File: src/rtl/bse_pkg.sv
// shared types and constants for the burning ship escape-time unit
`default_nettype none

package bse_pkg;

	// fixed point and field widths
	localparam int COORD_BITS = 11;
	localparam int WORD_BITS  = 32;
	localparam int FRAC_BITS  = 28;
	localparam int ITER_BITS  = 16;
	localparam int STEP_BITS  = WORD_BITS - 1;

	// configuration register indexes
	localparam int CFG_IDX_BITS = 2;
	localparam logic [CFG_IDX_BITS-1:0] REG_STEP        = CFG_IDX_BITS'(0);
	localparam logic [CFG_IDX_BITS-1:0] REG_REAL_ORIGIN = CFG_IDX_BITS'(1);
	localparam logic [CFG_IDX_BITS-1:0] REG_IMAG_ORIGIN = CFG_IDX_BITS'(2);
	localparam logic [CFG_IDX_BITS-1:0] REG_ITER_LIMIT  = CFG_IDX_BITS'(3);

	// configuration reset values
	localparam logic [STEP_BITS-1:0]        STEP_RESET   = STEP_BITS'(894784);
	localparam logic signed [WORD_BITS-1:0] ORIGIN_RESET = WORD_BITS'(-536870912);
	localparam logic [ITER_BITS-1:0]        LIMIT_RESET  = ITER_BITS'(64);

	// queue between front and back
	localparam int QUEUE_DEPTH = 4;
	localparam int QPTR_BITS   = $clog2(QUEUE_DEPTH);

	// input request
	typedef struct packed {
		logic [COORD_BITS-1:0] pixel_x;
		logic [COORD_BITS-1:0] pixel_y;
	} pixel_t;

	// result request
	typedef struct packed {
		logic [COORD_BITS-1:0] out_x;
		logic [COORD_BITS-1:0] out_y;
		logic [ITER_BITS-1:0]  iteration_count;
	} result_t;

	// plane mapping registers seen by the front
	typedef struct packed {
		logic [STEP_BITS-1:0]        step;
		logic signed [WORD_BITS-1:0] real_origin;
		logic signed [WORD_BITS-1:0] imag_origin;
	} plane_cfg_t;

	// classified point handed from front to back
	typedef struct packed {
		logic [COORD_BITS-1:0]       x;
		logic [COORD_BITS-1:0]       y;
		logic signed [WORD_BITS-1:0] cr;
		logic signed [WORD_BITS-1:0] ci;
	} point_t;

	// queue fill status
	typedef struct packed {
		logic full;
		logic empty;
	} queue_status_t;

endpackage

`default_nettype wire

File: src/rtl/bse_queue.sv
// short queue of classified points between front and back
`default_nettype none

module bse_queue (
	input  wire                    clk,
	input  wire                    arst_n,
	input  wire                    push,
	input  bse_pkg::point_t        wr,
	input  wire                    pop,
	output bse_pkg::point_t        rd,
	output bse_pkg::queue_status_t qstat
);

	localparam int PB = bse_pkg::QPTR_BITS;

	bse_pkg::point_t entry_q [bse_pkg::QUEUE_DEPTH];
	logic [PB-1:0]   wptr_q;
	logic [PB-1:0]   rptr_q;
	logic [PB:0]     cnt_q;

	assign qstat.full  = (cnt_q == (PB+1)'(bse_pkg::QUEUE_DEPTH));
	assign qstat.empty = (cnt_q == '0);
	assign rd          = entry_q[rptr_q];

	// pointers and fill count
	always_ff @(posedge clk or negedge arst_n) begin
		if (!arst_n) begin
			wptr_q <= '0;
			rptr_q <= '0;
			cnt_q  <= '0;
		end else begin
			if (push) begin
				wptr_q <= (wptr_q == PB'(bse_pkg::QUEUE_DEPTH - 1)) ? '0 : wptr_q + 1'b1;
			end
			if (pop) begin
				rptr_q <= (rptr_q == PB'(bse_pkg::QUEUE_DEPTH - 1)) ? '0 : rptr_q + 1'b1;
			end
			if (push && !pop) begin
				cnt_q <= cnt_q + 1'b1;
			end else if (pop && !push) begin
				cnt_q <= cnt_q - 1'b1;
			end
		end
	end

	// entry storage
	always_ff @(posedge clk) begin
		if (push) begin
			entry_q[wptr_q] <= wr;
		end
	end

endmodule

`default_nettype wire

File: config.mk
export PLATFORM = sky130hd
export DESIGN_NAME = bse_queue
export DESIGN_NICKNAME = d
export VERILOG_FILES = /design/src/rtl/bse_pkg.sv /design/src/rtl/bse_queue.sv
export SDC_FILE = /design/constraint.sdc
export NUM_CORES = 1
export LEC_CHECK = 0
export ABC_AREA = 1
export BUFFER_PORTS_ARGS = -buffer_cell sky130_fd_sc_hd__buf_2
export CELL_PAD_IN_SITES_DETAIL_PLACEMENT = 0
export CELL_PAD_IN_SITES_GLOBAL_PLACEMENT = 1
export CORE_MARGIN = 5
export CORE_UTILIZATION = 39
export CTS_BUF_LIST = sky130_fd_sc_hd__clkbuf_8
export DETAILED_ROUTE_END_ITERATION = 8
export PLACE_DENSITY = 0.71
export SLEW_MARGIN = 25
export SYNTH_ARGS = -nofsm -noshare
export SYNTH_HDL_FRONTEND = slang
export SYNTH_SLANG_ARGS = --single-unit
File: constraint.sdc
create_clock -name clk -period 3.3 [get_ports clk]
set_clock_uncertainty 0.15 [all_clocks]
set_input_delay 0.66 -clock clk [delete_from_list [all_inputs] [get_ports clk]]
set_output_delay 0.66 -clock clk [all_outputs]
set_load 0.02 [all_outputs]
### Word level (Yosys, flattened, before mapping)

Memories as Yosys holds them, arrays and structs flattened.
Cells that the tools add are included.
W data, S select, Z words.

| word-level totals | value |
|---|---|
| register bits | 7 |
| RAM bits | 344 |
| bits of input ports | 90 |
| output and inout port bits | 88 |
| word-level logic and storage cells | 23 |
| memories | 1 |

| cells by class | value |
|---|---|
| add/subtract/negate cells | 4 |
| equal/unequal tests | 3 |
| multiplexer cells | 6 |
| reductions and logical operators | 6 |

Memory list:

| memory | depth | width | read ports | clocked after Yosys merged registers in | wr ports | line | RTL |
|---|---|---|---|---|---|---|---|
| entry_q | 4 | 86 | 1 | 0 | 1 | bse_queue.sv:16 | `bse_pkg::point_t entry_q [bse_pkg::QUEUE_DEPTH];` |

Operator list:

| cell | number |
|---|---|
| $mux W3 | 2 |
| $add A2 B1 Y2 const B | 2 |
| $eq A2 B2 Y1 const B | 2 |
| $mux W2 | 2 |
| $add A3 B1 Y3 const B | 1 |
| $eq A3 B3 Y1 const B | 1 |
| $logic_not A3 Y1 | 1 |
| $sub A3 B1 Y3 const B | 1 |
| $logic_and A1 B1 Y1 | 2 |
| $logic_not A1 Y1 | 2 |
| $mux W1 | 2 |
| $reduce_bool A2 Y1 | 1 |

### Logic depth before layout (Yosys ltp)

| depth | value |
|---|---|
| word-level depth | 4 |
| gate-level depth with buffers | 9 |
| depth with buffers taken out | 9 |

### Worst setup path before layout

No wires, ideal clock.

| path | value |
|---|---|
| kind | input to register |
| from | in push |
| to | mem entry_q[3][0] in the netlist's numbering (enable) |
| library setup time | 440 ps |
| arrival time | 2367 ps |
| required time | 2710 ps |
| slack | 343 ps |
| cell stages on the path | 2 |
| buffers on the path | 0 |
| path through | nand2_1 inv_1 |

| between the ends | value |
|---|---|
| word-level cells in the longest chain between the ends | 2 |

RTL lines:

| what | line | RTL |
|---|---|---|
| from (decl) | bse_queue.sv:7 | `input wire push,` |
| $mux W1 | bse_queue.sv:48 | `if (push) begin` |
| $mux W1 (implied by the code) | bse_queue.sv:49 | `entry_q[wptr_q] <= wr;` |
| to (decl) | bse_queue.sv:16 |  |

No other way between the ends.

==> flow_summary_export.csv <==
group,metric,value,unit
status,run_status,"finished clean",
timing,setup_violations,0,
place,port_buffers,177,
timing,worst_hold_slack,0.142,ns
layout,final_nets,1356,
worst_setup_path,cpPeakStageDelay,0.45,ns
route,drt-vias-per-instance,4.67,
yosys,yosys_warnings,0,
worst_setup_path,r2r_slack,1.28,ns
worst_setup_path,crit_chain,"inv_8 -> buf_4 -> nand2_1 -> o211ai_1 -> nand2_1 -> buf_2",
worst_setup_path,critical_path_required,2.49,ns
global_routing,grt_first_pass_wirelength,44900,um
clocking,clock_latency,0.57,ns
yosys,synthMuxAreaShare,0,%
route,initialDrtViolationCount,263,
global_routing,antenna_found_initial,5,
clocking,clock-root-buffer,"clkbuf_8",
worst_setup_path,setup.worst_path.start_class,"flip-flop",
worst_setup_path,crit_slowest_cell,"dfrtp_1",
flow_run,cap_violations,0,
worst_setup_path,ff2ff_path_depth,5,
die,die_area,39800,um2
clocking,cts_made_buffers,57,
die,design.core.area,35500,um2
timing,setup-tns-final,0,ns
yosys,synth_seq_area_share,75.0,%
power,ir_drop,461,uV
yosys,avgSynthCellArea,13.3,um2
layout,mostFrequentLayoutCells,"344 x edfxtp_1, 273 x nand2_1, 203 x inv_1",
timing,rsz0062_at_grt,"no",
die,die_h,200,um
yosys,yosys.area_share.xor_xnor,0.0625,%
layout,n_fill_cell,3187,
worst_setup_path,crit_fanout,73,
layout,layout_commonest_cell,"edfxtp_1",
route,wl_per_cell,16.5,um
timing,slew_viol_final,0,
yosys,synth_nets,1153,
route,ant_nets,0,
worst_setup_path,crit_type,"reg2out",
timing,maxSlewHeadroom,57.6,%
clocking,h-tree-depth,2,
route,finalWirelength,29100,um
die,rows,69,
min_path,whs_path_depth,1,
worst_setup_path,cp_num_buf_inv,3,
worst_setup_path,critical_path_cell_count,6,
global_routing,grt_overflow,0,
timing,min_period_over_period,91.4,%
worst_setup_path,critPathMostFrequentCell,"nand2_1",
clocking,clk_path_buf_depth,3,
timing,hold_viol_final,0,
clocking,cts_tree,"built",
clocking,clkTransAtPathRegs,0.06,ns
global_routing,grt_max_degree,88,
route,remaining_drc_errors,0,
timing,max_freq,332,MHz
die,fp.dieW,200,um
place,place_congestion,0.698,
layout,areaGrowthSynthToFinish,18.0,%
power,p_per_area,861,nW/um2
global_routing,track_usage,14.5,%
yosys,ys_ff_latch,351,
place,hpwl,17500,um
route,first_pass_iters,5,
yosys,synth_compound_area_share,9.36,%
timing,period_minus_slack,3.02,ns
yosys,synth_top_family_by_area,"compound AO/OA/AOI/OAI gates",
yosys,synth-simple-area-share,7.52,%
clocking,post_cts_resize_count,0,
worst_setup_path,crit_path_end_kind,"output port",
yosys,netlist_area,14000,um2
yosys,synthCells,1056,
layout,drive_above_1_share,21.3,%
clocking,cts.sinks,351,
worst_setup_path,crit_family,"buffers and inverters",
yosys,synthAdderAreaFrac,0.679,%
worst_setup_path,worstPathArrival,2.21,ns
min_path,hold_class,"in2reg",
timing,tightest_slew,0.637,ns
global_routing,grt_pass1_vias,8297,
power,total_leakage_power,6.77,nW
route,vias,8246,
die,start_util,39.5,%
die,io_pins,178,
yosys,ys_types,18,
cell usage after synthesis:
cell / instances / area (um2)
fa_1: 1 / 20.0
ha_1: 6 / 75.1
clkbuf_1: 17 / 63.8
nor2_1: 2 / 7.51
edfxtp_1: 344 / 10300
nand2_1: 273 / 1020
o211ai_1: 172 / 1290
nor3_1: 2 / 10.0
dfrtp_1: 7 / 175
inv_2: 2 / 7.51
buf_4: 1 / 7.51
nand4_1: 1 / 6.26
o21ai_0: 4 / 20.0
buf_2: 27 / 135
nand3_1: 1 / 5.00
buf_6: 12 / 135
xnor2_1: 1 / 8.76
inv_1: 183 / 687
what timing repair did:
item	in CTS	in global routing
hold buffers	1	0
endpoints found under the setup margin	0	0
endpoints found under the hold margin	7	0
buffers inserted	0	0
metal layers:
metal  part of all wire (%)  global-route usage, %  routed length (um)  vias to the layer above
met3                    5.7                   3.68                1650                       44
li1                       -                      -                   -                     4105
met2                     50                   24.8               14400                      183
met5                   0.16                      0                  46                        -
met4                    1.6                   4.10                 468                        6
met1                     43                   18.4               12500                     3908
report_power, final:
part           internal [mW]  total [mW]  switching, mW
sequential              5.71        5.89          0.174
combinational           1.48        4.93           3.45
clock                   1.84        3.41           1.57
total                   9.03        14.2           5.20
cell type report:
| class | count | area [um2] | area share [%] |
|---|---|---|---|
| multi-input combinational | 463 | 2470 | 14.9 |
| tap | 461 | 577 | 3.49 |
| timing repair buffer | 201 | 1190 | 7.22 |
| clock buffer | 64 | 881 | 5.33 |
| antenna | 2 | 5.00 | 0.0303 |
| inverter | 185 | 713 | 4.31 |
| sequential | 351 | 10500 | 63.6 |
| clock inverter | 39 | 181 | 1.10 |
cells by family (layout without fill, tap and decap cells):
group	count (synthesis)	count (layout)
AOI/OAI and AO/OA	176	176
adders and majority gates	7	7
buffers and inverters	242	489
and+or+nand+nor	279	279
other	0	2
xor gates and xnor gates	1	1
DFF	351	351
registers in the layout (all words and copies together), names as in the netlist:
| register | count |
|---|---|
| wptr_q | 2 |
| entry_q | 344 |
| cnt_q | 3 |
| rptr_q | 2 |
path summary, 6_finish.rpt:
check,from,to
hold / removal,wr[73],entry_q[1][73]
setup / recovery,rptr_q[0],rd[24]
min in group asynchronous,arst_n,rptr_q[1]
max in group asynchronous,arst_n,rptr_q[1]
hold reg to reg,cnt_q[2],cnt_q[2]
setup reg to reg,wptr_q[1],entry_q[1][42]
metrics by stage:
step	total power [mW]	cell area (um2)	cells	util, %	worst slack (ns)
floorplan	9.32	14000	1056	-	0.343
global placement	11.0	15500	1660	43.5	0.862
detailed placement	11.0	15500	1660	43.5	0.847
CTS	14.5	16500	1764	46.6	0.188
global route	15.2	16500	1764	46.6	0.0462
finish	14.2	16500	1766	46.6	0.285
(Power assumes the default switching activity.)
