<file path="src/rtl/bse_pkg.sv">
// shared types and constants for the burning ship escape-time unit
`default_nettype none

package bse_pkg;

	// fixed point and field widths
	localparam int COORD_BITS = 11;
	localparam int WORD_BITS  = 32;
	localparam int FRAC_BITS  = 28;
	localparam int ITER_BITS  = 16;
	localparam int STEP_BITS  = WORD_BITS - 1;

	// configuration register indexes
	localparam int CFG_IDX_BITS = 2;
	localparam logic [CFG_IDX_BITS-1:0] REG_STEP        = CFG_IDX_BITS'(0);
	localparam logic [CFG_IDX_BITS-1:0] REG_REAL_ORIGIN = CFG_IDX_BITS'(1);
	localparam logic [CFG_IDX_BITS-1:0] REG_IMAG_ORIGIN = CFG_IDX_BITS'(2);
	localparam logic [CFG_IDX_BITS-1:0] REG_ITER_LIMIT  = CFG_IDX_BITS'(3);

	// configuration reset values
	localparam logic [STEP_BITS-1:0]        STEP_RESET   = STEP_BITS'(894784);
	localparam logic signed [WORD_BITS-1:0] ORIGIN_RESET = WORD_BITS'(-536870912);
	localparam logic [ITER_BITS-1:0]        LIMIT_RESET  = ITER_BITS'(64);

	// queue between front and back
	localparam int QUEUE_DEPTH = 4;
	localparam int QPTR_BITS   = $clog2(QUEUE_DEPTH);

	// input request
	typedef struct packed {
		logic [COORD_BITS-1:0] pixel_x;
		logic [COORD_BITS-1:0] pixel_y;
	} pixel_t;

	// result request
	typedef struct packed {
		logic [COORD_BITS-1:0] out_x;
		logic [COORD_BITS-1:0] out_y;
		logic [ITER_BITS-1:0]  iteration_count;
	} result_t;

	// plane mapping registers seen by the front
	typedef struct packed {
		logic [STEP_BITS-1:0]        step;
		logic signed [WORD_BITS-1:0] real_origin;
		logic signed [WORD_BITS-1:0] imag_origin;
	} plane_cfg_t;

	// classified point handed from front to back
	typedef struct packed {
		logic [COORD_BITS-1:0]       x;
		logic [COORD_BITS-1:0]       y;
		logic signed [WORD_BITS-1:0] cr;
		logic signed [WORD_BITS-1:0] ci;
	} point_t;

	// queue fill status
	typedef struct packed {
		logic full;
		logic empty;
	} queue_status_t;

endpackage

`default_nettype wire

</file>
<file path="src/rtl/bse_front.sv">
// front end: maps a pixel to its plane point c and pushes it to the queue
`default_nettype none

module bse_front (
	input  wire                   clk,
	input  wire                   arst_n,
	input  wire                   pix_valid,
	output logic                  pix_stall,
	input  bse_pkg::pixel_t       pix,
	input  bse_pkg::plane_cfg_t   plane,
	input  bse_pkg::queue_status_t qstat,
	output logic                  push,
	output bse_pkg::point_t       point
);

	localparam int W        = bse_pkg::WORD_BITS;
	localparam int P_BITS   = bse_pkg::COORD_BITS + bse_pkg::STEP_BITS;
	localparam int SUM_BITS = P_BITS + 2;

	logic                              valid_s1;
	logic [bse_pkg::COORD_BITS-1:0]    x_s1;
	logic [bse_pkg::COORD_BITS-1:0]    y_s1;
	logic [P_BITS-1:0]                 pr_s1;
	logic [P_BITS-1:0]                 pi_s1;
	logic                              take;
	logic signed [SUM_BITS-1:0]        sum_r;
	logic signed [SUM_BITS-1:0]        sum_i;

	// clamp a wide sum into the signed word range
	function automatic logic signed [W-1:0] sat_word(input logic signed [SUM_BITS-1:0] v);
		logic [SUM_BITS-W:0] top;
		top = v[SUM_BITS-1:W-1];
		if (top == '0 || top == '1) begin
			sat_word = v[W-1:0];
		end else if (v[SUM_BITS-1]) begin
			sat_word = {1'b1, {(W-1){1'b0}}};
		end else begin
			sat_word = {1'b0, {(W-1){1'b1}}};
		end
	endfunction

	// stage handshake: stage one holds while the queue is full
	assign push      = valid_s1 && !qstat.full;
	assign pix_stall = valid_s1 && qstat.full;
	assign take      = pix_valid && !pix_stall;

	// stage one: pixel times step
	always_ff @(posedge clk or negedge arst_n) begin
		if (!arst_n) begin
			valid_s1 <= 1'b0;
		end else if (take) begin
			valid_s1 <= 1'b1;
		end else if (push) begin
			valid_s1 <= 1'b0;
		end
	end

	always_ff @(posedge clk) begin
		if (take) begin
			x_s1  <= pix.pixel_x;
			y_s1  <= pix.pixel_y;
			pr_s1 <= P_BITS'(pix.pixel_x) * P_BITS'(plane.step);
			pi_s1 <= P_BITS'(pix.pixel_y) * P_BITS'(plane.step);
		end
	end

	// stage two: add origin and saturate
	assign sum_r = signed'({2'b00, pr_s1}) + SUM_BITS'(plane.real_origin);
	assign sum_i = signed'({2'b00, pi_s1}) + SUM_BITS'(plane.imag_origin);

	always_comb begin
		point.x  = x_s1;
		point.y  = y_s1;
		point.cr = sat_word(sum_r);
		point.ci = sat_word(sum_i);
	end

endmodule

`default_nettype wire

</file>
<file path="config.mk">
export PLATFORM = sky130hd
export DESIGN_NAME = bse_front
export DESIGN_NICKNAME = d
export VERILOG_FILES = /design/src/rtl/bse_pkg.sv /design/src/rtl/bse_front.sv
export SDC_FILE = /design/constraint.sdc
export NUM_CORES = 2
export LEC_CHECK = 0
export BUFFER_PORTS_ARGS = -buffer_cell sky130_fd_sc_hd__buf_2
export CAP_MARGIN = 20
export CORE_MARGIN = 2
export CORE_UTILIZATION = 45
export DETAILED_ROUTE_END_ITERATION = 16
export PLACE_DENSITY_LB_ADDON = 0.1
export SYNTH_ARGS = -nofsm -noshare
export SYNTH_HDL_FRONTEND = slang
export SYNTH_SLANG_ARGS = --single-unit
</file>
<file path="constraint.sdc">
create_clock -name clk -period 5.5 [get_ports clk]
set_input_delay 0.275 -clock clk [delete_from_list [all_inputs] [get_ports clk]]
set_output_delay 0.275 -clock clk [all_outputs]
set_load 0.005 [all_outputs]
</file>
### Yosys cells after proc, flatten, opt, wreduce, memory -nomap -nowiden

Index checks and enable logic that the tools add are counted.

| operators by class | value |
|---|---|
| add/subtract/negate cells | 2 |
| multipliers | 2 |
| div/mod/pow operators | 0 |
| order comparisons | 0 |
| equal/unequal tests | 2 |
| shift operators | 0 |
| multiplexer cells | 6 |
| bitwise operators | 0 |
| reductions and logical operators | 10 |

Operators by type and width:

| operator | number |
|---|---|
| 32-bit two-way mux | 4 |
| 43-bit by 32-bit adder with 44-bit output | 2 |
| 11-bit by 31-bit multiplier with 42-bit output | 2 |
| 13-bit equality test (second input constant) | 2 |
| 13-bit zero test | 2 |
| 1-bit logical AND | 3 |
| 1-bit zero test | 2 |
| 1-bit logical OR | 2 |
| 1-bit two-way mux | 2 |
| 2-bit nonzero test | 1 |

| word-level totals | value |
|---|---|
| flip-flop bits (word level) | 107 |
| latch bits | 0 |
| RAM bits | 0 |
| bits in read-only memories | 0 |
| bits of input ports | 122 |
| output and inout port bits | 88 |
| word-level logic and storage cells | 27 |
| memories kept | 0 |

### Depth between registers and ports, before layout

| depth | value |
|---|---|
| depth in word-level cells | 4 |
| gate-level depth with buffers | 24 |
| gate-level depth less buffers | 23 |

### Worst setup path before layout

Ideal clock, no wire load.

| timing | value |
|---|---|
| path type | input to register |
| start | in plane[73] (netlist bit) |
| end | reg pr_s1[41], data pin |
| library setup time | 260 ps |
| arrival | 5681 ps |
| data required time | 5240 ps |
| slack | -441 ps |
| stages on the path | 21 |
| buffers on the path | 1 |
| cells stage by stage | clkbuf_1 -> nand2_1 -> fa_1 -> inv_1 -> fa_1 -> fa_1 -> fa_1 -> inv_1 -> fa_1 -> inv_1 -> ha_1 -> a2111oi_0 -> nor3b_1 -> a211oi_1 -> or3_1 -> nand2_1 -> o31ai_1 -> a221oi_1 -> o21ai_0 -> a21oi_1 -> xnor2_1 |

| on the way | value |
|---|---|
| word-level cells in the longest chain between the ends | 1 |

Ends and longest elaborated chain:

| item | line | text |
|---|---|---|
| start, declared | bse_front.sv:10 | `input bse_pkg::plane_cfg_t plane,` |
| 11-bit by 31-bit multiplier with 42-bit output | bse_front.sv:62 | `pr_s1 <= P_BITS'(pix.pixel_x) * P_BITS'(plane.step);` |
| end signal, assigned | bse_front.sv:62 |  |
| end, declared | bse_front.sv:23 | `logic [P_BITS-1:0] pr_s1;` |

No other way between the ends.
A chain may end at the register's enable or synchronous reset.

### Final worst setup path

| timing | value |
|---|---|
| start | in plane[79] (netlist bit) |
| end | reg pi_s1[40], data pin |

| on the way | value |
|---|---|
| word-level cells in the longest chain between the ends | 1 |

Ends and longest elaborated chain:

| item | line | text |
|---|---|---|
| 11-bit by 31-bit multiplier with 42-bit output | bse_front.sv:63 | `pi_s1 <= P_BITS'(pix.pixel_y) * P_BITS'(plane.step);` |
| end signal, assigned | bse_front.sv:63 |  |
| end, declared | bse_front.sv:24 | `logic [P_BITS-1:0] pi_s1;` |

No other way between the ends.

==> run_results.csv <==
group,metric,value,unit
power_and_ir_drop,cellLeakagePower,17.37,nW
outcome,outcome,"finished clean",
finish,multiInputGateArea,0.02430,mm^2
timing,setup_ws,33.79,ps
timing,finalSetupTns,0,ps
place,gp_congestion,0.8523,
worst_setup_path,cpLargestDelayFamily,"adder cells",
worst_setup_path,cp-end-kind,"flop",
finish,areaGrowthSynthToFinish,19.81,%
finish,fin_nets,4671,
power_and_ir_drop,powerDensity,691.6,mW/mm^2
timing,finalHoldViolations,0,
flow_run,drv_cap,0,
logic_synthesis,ys.flop_type,"edfxtp_1",
place,portBuffers,208,
timing,drv_slew,0,
hold_path,min_from,"pix_valid",
logic_synthesis,synth_area_leaders,"fa_1 (35%), edfxtp_1 (11%), ha_1 (10%)",
floorplan,start_util,45.25,%
route,avgRoutedWirePerCell,16.52,um
worst_setup_path,max_stage_delay,530,ps
floorplan,die_y,260.4,um
floorplan,pin_count,210,
cts,cts_tree,"yes",
worst_setup_path,path_class,"in2reg",
logic_synthesis,syn-cell-area,0.02959,mm^2
place,dp_hpwl,64690,um
route,via_per_inst,5.231,
cts,cts.path.max_buffers,2,
worst_setup_path,r2r_start,"valid_s1",
route,drt-pass1-iter-count,6,
cts,cts_inserted_buffers,9,
hold_path,hold-path-cell-count,2,
finish,regArea,0.003208,mm^2
power_and_ir_drop,vdd_ir_drop_max,602.6,uV
place,dp_slack,-825.8,ps
route,drc,0,
route,routed_wirelength,76860,um
floorplan,die_area,0.06783,mm^2
cts,clk_latency,400,ps
finish,fin_util,54.22,%
worst_setup_path,worst_ep_required_time,5660,ps
timing,fin_crit,5466,ps
logic_synthesis,netlist_instances,3340,
worst_setup_path,crit_buf_inv,7,
finish,fill_cells,6222,
worst_setup_path,r2r_cells,3,
grt,grt_pass1_vias,25560,
logic_synthesis,synthArstFlopShare,0.9346,%
power_and_ir_drop,power,24.52,mW
cts,clock_tree.root_cell,"clkbuf_16",
logic_synthesis,synth_edf_count,106,
grt,grt_pass1_wl,126800,um
worst_setup_path,rrSetupSlack,3750,ps
cts,clock_sinks,107,
logic_synthesis,ys_seq_area_share,10.84,%
grt,grt_max_degree,58,
logic_synthesis,synth_top_area_share,35.31,%
logic_synthesis,ys_ff_latch,107,
grt,grt_overflow,0,
logic_synthesis,synth.distinct_cells,78,
logic_synthesis,syn_nets,4230,
floorplan,core,0.06539,mm^2
worst_setup_path,crit_fanout,6,
cts,path_clk_slew,90,ps
timing,slew_headroom,43.14,%
finish,drive_gt1_share,19.39,%
hold_path,holdCritPathClass,"in2reg",
worst_setup_path,start_kind,"input port",
logic_synthesis,yosys.area.top_type,"fa_1",
timing,tightest_slew,845.7,ps
worst_setup_path,r2r_end,"x_s1[5]",
timing,fin_crit_sh,99.39,%
floorplan,die_w,260.4,um
hold_path,holdPathEnd,"valid_s1",
timing,setup_viol,0,
grt,grt_util_all_layers,23.17,%
timing,max_freq,0.1829,GHz
timing,clock_skew,21.65,ps
route,antenna_left,0,
worst_setup_path,crit_slowest_cell,"fa_1",
logic_synthesis,syn_area_per_cell,8.860,um^2
worst_setup_path,critPathArrivalTime,5630,ps
floorplan,fp-row-count,94,
cts,htree_levels,3,
route,initialDrtViolationCount,1324,
timing,rsz0062_at_grt,"true",
route,vias,24340,
grt,antenna_found_initial,3,
logic_synthesis,yosysWarningCount,0,
how the worst max path moves through the flow:
stage                     startpoint        end  cells after the start
after detailed placement     pix[14]  pr_s1[41]                     22
after global placement       pix[14]  pr_s1[41]                     22
after global routing       plane[79]  pi_s1[40]                     25
final                      plane[79]  pi_s1[40]                     25
after CTS                  plane[67]  pr_s1[41]                     21
after floorplan            plane[73]  pr_s1[41]                     21
synth_stat cells (all sizes together), types with 13 or more instances:
master    n
a211oi   26
a21o    103
a21oi   161
and2    301
and3     14
buf      26
clkbuf  143
edfxtp  106
fa      522
ha      246
inv     526
nand2   482
nand2b   20
nand3    33
nand4    25
nor2     88
nor2b    18
nor3     31
o21a     33
o21ai   102
o21bai   32
or3      13
xnor2    90
xor2     48
power by group:
part           total, mW  switching, mW  internal, mW
Combinational       21.8           11.0          10.8
Clock              0.705          0.380         0.325
Sequential          2.06          0.112          1.94
stage by stage:
step           instances  hold slack (ps)  area, um^2
3_3_place_gp        4601            49.33       34000
6_report            4652            74.88       35460
3_5_place_dp        4601            50.82       34000
5_1_grt             4651            58.51       35450
4_1_cts             4623            46.10       34520
2_1_floorplan       3340           -20.59       29680
cell usage in the layout, fill, tap and decap left out, drive strengths merged, types with 25 or more instances in the layout:
cell type,instances
inv,530
a211oi,26
a21oi,161
nand4,25
o21ai,102
xnor2,90
o21bai,32
nor2,88
o21a,33
buf,591
a21o,103
edfxtp,106
and2,301
fa,522
nand3,33
nor3,31
ha,246
xor2,48
nand2,482
worst register-to-register path, stage by stage, from the launching register on:
cell and delay (ps):
dfrtp_1 380, and2_1 190, nor2b_4 120, buf_4 580
what timing repair did:
| item | 4_1_cts | 5_1_grt |
|---|---|---|
| cloned | 0 | 2 |
| setup buffers | 5 | 26 |
| endpoints found under the hold margin | 1 | 0 |
| gates resized for setup | 40 | 196 |
| hold buffers | 1 | 0 |
| pin swaps | 8 | 112 |
| endpoints found under the setup margin | 21 | 50 |
sequential cells by signal, summed over array words and instances, names as in the netlist:
register,count
pi_s1,42
pr_s1,42
y_s1,11
x_s1,11
valid_s1,1
layer usage:
layer,vias up,global-route usage (%),wire length (um)
met5,-,0,13
met2,471,39.87,38160
li1,11580,-,-
met4,2,4.159,1061
met1,12220,31.79,34550
met3,66,2.661,3084
logic make-up (layout without fill, tap and decap cells):
logic type / Yosys count / after routing / synth area share [%]
simple gates: 1057 / 1057 / 17.42
fa+ha+maj: 768 / 768 / 45.71
buf+inv: 695 / 1141 / 8.963
compound gates: 567 / 567 / 12.71
xor+xnor: 138 / 138 / 4.084
flops: 107 / 107 / 10.84
mux: 8 / 8 / 0.2706
other cells: 0 / 2 / 0
layout make-up:
type,instances,area share [%]
Antenna cell,2,0.01412
Inverter,526,5.568
Sequential cell,107,9.048
Timing Repair Buffer,599,12.93
Tap cell,864,3.049
Clock inverter,7,0.2258
Multi-Input combinational cell,2538,68.53
Clock buffer,9,0.6352
Power figures use the tool's default switching activity.
